$ cat src/hdl/blsbh_pkg.sv
// Shared constants for the byte-lane sum bucket hash.
package blsbh_pkg;

    localparam int LANES_DEF      = 8;
    localparam int CFG_ADDR_W     = 3;
    localparam int CFG_DATA_W     = 32;
    localparam int CHAR_W         = 8;
    localparam int BUCKET_W       = 32;

    // Register word indexes (byte address / 4)
    localparam logic REG_TABLE_SIZE = 1'b0;

endpackage

$ cat src/hdl/byte_lane_sum_bucket_hash.sv
// Byte-lane sum bucket hash: lane accumulator and bit-serial modulo unit.
//
//  channel | signals                              | direction | width
//  --------+--------------------------------------+-----------+------
//  in      | in_valid, in_stall, key_char         | into      | 8
//  out     | out_valid, out_stall, bucket         | out of    | 32
//  cfg     | psel, penable, pwrite, paddr, pwdata | into      | 32
//
// A nonzero character is added into its lane.
// A zero character starts the modulo: one restoring subtract step per
// dividend bit (8*LANES bits, 64 at the default); the bucket is loaded
// into the output register when the last step is done and the register
// is free, and the next transaction is taken once the block is idle again.
// The input stalls during the modulo and while a finished bucket cannot
// be placed in the output register. Reset clears lanes and position, table_size to 1.
module byte_lane_sum_bucket_hash
    import blsbh_pkg::*;
#(
    parameter int LANES = LANES_DEF
)
(
    input  logic                  clk,
    input  logic                  rst_n,
    input  logic                  in_valid,
    output logic                  in_stall,
    input  logic [CHAR_W-1:0]     key_char,
    output logic                  out_valid,
    input  logic                  out_stall,
    output logic [BUCKET_W-1:0]   bucket,
    input  logic                  psel,
    input  logic                  penable,
    input  logic                  pwrite,
    input  logic [CFG_ADDR_W-1:0] paddr,
    input  logic [CFG_DATA_W-1:0] pwdata,
    output logic [CFG_DATA_W-1:0] prdata,
    output logic                  pready
);

    localparam int DIV_BITS = CHAR_W * LANES;
    localparam int POS_W    = (LANES > 1) ? $clog2(LANES) : 1;
    localparam int CNT_W    = $clog2(DIV_BITS);

    typedef enum logic [1:0] {ST_IDLE, ST_DIV, ST_HOLD} state_t;

    state_t                  state_reg, state_next;
    logic [CHAR_W-1:0]       lane_reg [LANES];
    logic [CHAR_W-1:0]       lane_next [LANES];
    logic [POS_W-1:0]        pos_reg, pos_next;
    logic [DIV_BITS-1:0]     dvd_reg, dvd_next;
    logic [BUCKET_W-1:0]     rem_reg, rem_next;
    logic [CNT_W-1:0]        cnt_reg, cnt_next;
    logic [CFG_DATA_W-1:0]   table_size_reg;
    logic                    out_valid_reg, out_valid_next;
    logic [BUCKET_W-1:0]     bucket_reg, bucket_next;

    logic                    in_acc;
    logic                    slot_free;
    logic [DIV_BITS-1:0]     lanes_flat;
    logic [BUCKET_W-1:0]     divisor;
    logic [BUCKET_W:0]       trial;
    logic [BUCKET_W:0]       diff;
    logic [BUCKET_W-1:0]     rem_step;

    assign pready    = 1'b1;
    assign prdata    = (paddr[2] == REG_TABLE_SIZE) ? table_size_reg : '0;
    assign in_stall  = (state_reg != ST_IDLE);
    assign in_acc    = in_valid && !in_stall;
    assign slot_free = !out_valid_reg || !out_stall;
    assign out_valid = out_valid_reg;
    assign bucket    = bucket_reg;

    // A table size of zero divides by one
    assign divisor = (table_size_reg == '0) ? BUCKET_W'(1) : table_size_reg;

    always_comb
    begin
        for (int k = 0; k < LANES; k++)
        begin
            lanes_flat[CHAR_W*k +: CHAR_W] = lane_reg[k];
        end
    end

    // Shared restoring subtract step: shift in the next dividend bit
    assign trial    = {rem_reg, dvd_reg[DIV_BITS-1]};
    assign diff     = trial - {1'b0, divisor};
    assign rem_step = diff[BUCKET_W] ? trial[BUCKET_W-1:0] : diff[BUCKET_W-1:0];

    always_comb
    begin
        state_next     = state_reg;
        lane_next      = lane_reg;
        pos_next       = pos_reg;
        dvd_next       = dvd_reg;
        rem_next       = rem_reg;
        cnt_next       = cnt_reg;
        bucket_next    = bucket_reg;
        out_valid_next = out_valid_reg && out_stall;

        unique case (state_reg)
            ST_IDLE:
            begin
                if (in_acc)
                begin
                    if (key_char != '0)
                    begin
                        lane_next[pos_reg] = lane_reg[pos_reg] + key_char;
                        if (pos_reg == POS_W'(LANES - 1))
                        begin
                            pos_next = '0;
                        end
                        else
                        begin
                            pos_next = pos_reg + POS_W'(1);
                        end
                    end
                    else
                    begin
                        dvd_next = lanes_flat;
                        rem_next = '0;
                        cnt_next = CNT_W'(DIV_BITS - 1);
                        pos_next = '0;
                        for (int k = 0; k < LANES; k++)
                        begin
                            lane_next[k] = '0;
                        end
                        state_next = ST_DIV;
                    end
                end
            end
            ST_DIV:
            begin
                rem_next = rem_step;
                dvd_next = {dvd_reg[DIV_BITS-2:0], 1'b0};
                cnt_next = cnt_reg - CNT_W'(1);
                if (cnt_reg == '0)
                begin
                    if (slot_free)
                    begin
                        bucket_next    = rem_step;
                        out_valid_next = 1'b1;
                        state_next     = ST_IDLE;
                    end
                    else
                    begin
                        state_next = ST_HOLD;
                    end
                end
            end
            ST_HOLD:
            begin
                if (slot_free)
                begin
                    bucket_next    = rem_reg;
                    out_valid_next = 1'b1;
                    state_next     = ST_IDLE;
                end
            end
            default:
            begin
                state_next = ST_IDLE;
            end
        endcase
    end

    always_ff @(posedge clk or negedge rst_n)
    begin
        if (!rst_n)
        begin
            state_reg      <= ST_IDLE;
            pos_reg        <= '0;
            out_valid_reg  <= 1'b0;
            table_size_reg <= CFG_DATA_W'(1);
            cnt_reg        <= '0;
            dvd_reg        <= '0;
            rem_reg        <= '0;
            bucket_reg     <= '0;
            for (int k = 0; k < LANES; k++)
            begin
                lane_reg[k] <= '0;
            end
        end
        else
        begin
            state_reg     <= state_next;
            pos_reg       <= pos_next;
            out_valid_reg <= out_valid_next;
            cnt_reg       <= cnt_next;
            dvd_reg       <= dvd_next;
            rem_reg       <= rem_next;
            bucket_reg    <= bucket_next;
            lane_reg      <= lane_next;
            if (psel && penable && pwrite && pready && (paddr[2] == REG_TABLE_SIZE))
            begin
                table_size_reg <= pwdata;
            end
        end
    end

`ifndef SYNTHESIS
    // A terminator always starts the modulo
    a_term_starts_div: assert property (@(posedge clk) disable iff (!rst_n)
        (in_acc && (key_char == '0)) |=> (state_reg == ST_DIV))
        else $error("terminator did not start the modulo");

    // Partial remainder stays below the divisor
    a_rem_bound: assert property (@(posedge clk) disable iff (!rst_n)
        (state_reg == ST_DIV || state_reg == ST_HOLD) && (cnt_reg != CNT_W'(DIV_BITS - 1))
        |-> (rem_reg < divisor))
        else $error("partial remainder out of range");

    // A new bucket appears only at the end of a modulo
    a_out_from_div: assert property (@(posedge clk) disable iff (!rst_n)
        $rose(out_valid_reg) |-> $past(state_reg != ST_IDLE))
        else $error("bucket produced outside the modulo");
`endif

endmodule

$ cat config.mk
export PLATFORM = sky130hd
export DESIGN_NAME = byte_lane_sum_bucket_hash
export DESIGN_NICKNAME = d
export VERILOG_FILES = /design/src/hdl/blsbh_pkg.sv /design/src/hdl/byte_lane_sum_bucket_hash.sv
export SDC_FILE = /design/constraint.sdc
export NUM_CORES = 1
export LEC_CHECK = 0
export ABC_AREA = 1
export BUFFER_PORTS_ARGS = -buffer_cell sky130_fd_sc_hd__buf_2
export CORE_MARGIN = 2
export CORE_UTILIZATION = 55
export DETAILED_ROUTE_END_ITERATION = 16
export PLACE_DENSITY = 0.77
export SYNTH_ARGS = -nofsm -noshare
export SYNTH_HDL_FRONTEND = slang
export SYNTH_SLANG_ARGS = --single-unit
$ cat constraint.sdc
create_clock -name clk -period 2.9 [get_ports clk]
set_clock_uncertainty 0.05 [all_clocks]
set_input_delay 0.29 -clock clk [delete_from_list [all_inputs] [get_ports clk]]
set_output_delay 0.29 -clock clk [all_outputs]
set_load 0.01 [all_outputs]
==> flow_summary.yaml <==
floorplanning:
  num_rows: 58
  io-pin-count: 117
  initial_core_util_pct: 56.0
  die-height_um: 164
  die_area_sq_um: 26900
  die_w_um: 164
  design.core.area_sq_um: 25200
worst_setup_path:
  path_cells: "inv_2 > nand4_1 > nor4_2 > nand4_1 > nand2_1 > ha_2 > inv_2 > fa_2 > nand2_2 > nand2_4 > nand3_2 > nand2_2 > nand2_2 > nand2_2 > nand2_4 > nand2_4 > nand2_4 > nand2_8 > clkbuf_16 > nand2_4 > nand3_1 > nand2_1 > nand2_1"
  crit_top_cell: "nand2_4"
  slowest_delay_ns: 0.37
  worstSetupPathType: "reg2reg"
  end_kind: "flip-flop"
  critPathRequiredTime_ns: 3.29
  arrival_ns: 3.53
  worstPathMaxFanout: 7
  cpMaxStageDelayCell: "dfrtp_1"
  crit_path_start_kind: "flip-flop"
logic_synthesis:
  synthTopCellsByArea: "dfrtp_1 (42%), nand2_1 (15%), inv_1 (8.4%)"
  syn_area_per_cell_sq_um: 7.42
  synth_most_common_cell: "nand2_1"
  ys_seq_area_share_pct: 41.9
  yosys.cell_types.count: 51
  synth_top_area_share_pct: 41.7
  async_flop_share_pct: 100
  synth_top_area_cell: "dfrtp_1"
  ys_ff_latch: 236
  synth_enable_flop_cells: 0
  synth_warnings: 0
  synthesis.nets: 1999
  ys.flop_type: "dfrtp_1"
  netlist_top_cells_count: "nand2_1 (559), inv_1 (314), dfrtp_1 (235), nor2_1 (118), nand3_1 (105)"
  synth_area_sq_um: 14100
  netlist_instances: 1901
clock_network:
  path_clk_slew_ns: 0.06
  tritoncts: "yes"
  clockBufferDepth: 3
  clock_sinks: 236
  clk_latency_ns: 0.55
  cts_made_buffers: 25
  htree_levels: 1
  root_buffer: "clkbuf_16"
power_and_ir_drop:
  internal_power_mw: 11.5
  clock_power_share_pct: 15.1
  vdd_drop_max_mv: 1.90
  p_comb_share_pct: 59.0
  power_per_cell_area_nw_per_um2: 1250
  p_seq_share_pct: 25.8
  p_switching_mw: 10.3
  p_leak_nw: 9.58
  swShare_pct: 47.3
routing:
  drtAntennaViolNets: 0
  drtIter0Drc: 1078
  wl_mm: 42.4
  vias_per_cell: 5.53
  vias: 13700
  route.detailed.drc: 0
  first_pass_iters: 7
  wl_per_cell_um: 17.1
global_routing:
  grt_max_degree: 93
  grt_usage_pct: 30.4
  grt_pass1_vias: 13100
  grt_overflow: 0
  antenna_found_initial: 0
  grt_pass1_wl_mm: 64.7
layout:
  n_fill_cell: 2040
  multi_input_area_sq_um: 7170
  seq_area_sq_um: 5910
  fin_util_pct: 69.3
  area_growth_pct: 23.8
  layout.nets: 2225
  insertedDiodeCount: 0
  drive_gt1_share_pct: 21.2
sta:
  worst_pin_slew_ns: 0.903
  slew_headroom_pct: 39.4
  fin_crit_sh_pct: 108
  tns_ns: -12.51
  setup_slack_ns: -0.238
  slew_violations: 0
  rsz0062_at_grt: "true"
  period_minus_slack_ns: 3.14
  setup_viol: 72
  clock.fmax_ghz: 0.319
  hold_viol: 0
outcome:
  outcome: "finished, violations left"
  violations: "negative setup slack"
run:
  maxCapViolCount: 0
placement:
  place.port_buffers: 113
  gp_congestion: 0.951
  hpwl_mm: 29.2
  place_ws_ns: -0.365
min_path:
  hold_path.class: "in2reg"
==> repair_timing <==
item | 4_1_cts | 5_1_grt
endpoints found under the setup margin | 97 | 96
buffers inserted | 2 | 8
pin swaps | 11 | 41
hold endpoints to repair | 95 | 0
hold buffers | 33 | 0
gates resized for setup | 30 | 103
gates cloned | 1 | 2
==> power by group through the flow <==
stage | clock (mW) | combinational [mW] | sequential (mW)
final | 3.30 | 12.8 | 5.62
after global routing | 3.46 | 13.9 | 5.74
after CTS | 3.34 | 11.7 | 5.58
after detailed placement | 0 | 11.3 | 5.60
after global placement | 0 | 11.0 | 5.57
after floorplan | 0 | 7.44 | 5.34
==> per-stage QoR <==
| step | instance area (sq um) | hold WS [ns] | cells | power (mW) |
|---|---|---|---|---|
| after floorplan | 14100 | -0.0556 | 1901 | 12.8 |
| after global placement | 15600 | 0.228 | 2384 | 16.6 |
| after detailed placement | 15600 | 0.227 | 2384 | 16.9 |
| after CTS | 17000 | 0.0703 | 2466 | 20.6 |
| after global routing | 17500 | 0.107 | 2476 | 23.1 |
| final | 17500 | 0.0796 | 2476 | 21.8 |
==> path summary, 6_finish.rpt <==
path                       cells past startpoint               start  slack (ns)                end
max                                           23  table_size_reg[20]       -0.24         bucket[12]
min                                            5           out_stall        0.08          out_valid
max reg2reg                                   23  table_size_reg[20]       -0.24         bucket[12]
min reg2reg                                    2          bucket[12]        0.42         bucket[12]
max in group asynchronous                      3               rst_n        1.68        dvd_reg[14]
min in group asynchronous                      2               rst_n        0.24  table_size_reg[5]
==> per-layer routing <==
metal	global-route usage [%]	part of all wire, %	up-vias
met2	53.5	48	572
met4	11.7	4.3	0
met3	3.61	7.0	119
met1	38.1	40	6448
li1	-	-	6560
met5	0	0	-
==> cell families after synthesis <==
| group | Yosys count | share of synthesized area (%) |
|---|---|---|
| and+or+nand+nor | 876 | 27.2 |
| buffers and inverters | 386 | 10.8 |
| AOI/OAI and AO/OA | 333 | 14.4 |
| DFF | 236 | 41.9 |
| adders and majority gates | 48 | 4.37 |
| xor gates and xnor gates | 21 | 1.30 |
| other | 1 | 0.0266 |
==> final cells by class <==
type	count	area share (%)
sequential	236	33.8
timing repair buffer	260	10.9
clock inverter	10	0.688
clock buffer	36	4.16
multi-input combinational	1280	41.1
tap	330	2.37
inverter	324	6.99
==> worst max-delay path: cells and delay by family (launching register included) <==
family	cells	cell delay [ns]
and+or+nand+nor	18	1.79
adders and majority gates	2	0.53
DFF	1	0.37
buffers and inverters	3	0.29
==> layout by cell type, fill, tap and decap left out, types with 4 or more instances in the layout <==
cell type	instances
o21ai_2	4
dfrtp_1	233
a21oi_2	14
o21ai_1	25
nand3_1	83
nor3_1	11
xnor2_1	10
xor2_1	9
dlygate4sd3_1	33
clkbuf_1	5
nand2_4	31
nor2_1	117
nand3_2	29
buf_12	6
buf_4	100
nand3_4	5
buf_6	6
nand4_1	17
buf_2	112
inv_1	301
a221oi_2	5
o21ai_0	62
nand2_2	47
a21oi_1	85
clkbuf_8	6
nand2_1	517
o22ai_1	53
o211ai_1	62
clkbuf_16	27
clkinv_2	6
inv_2	18
ha_1	40
Power figures use the tool's default switching activity.
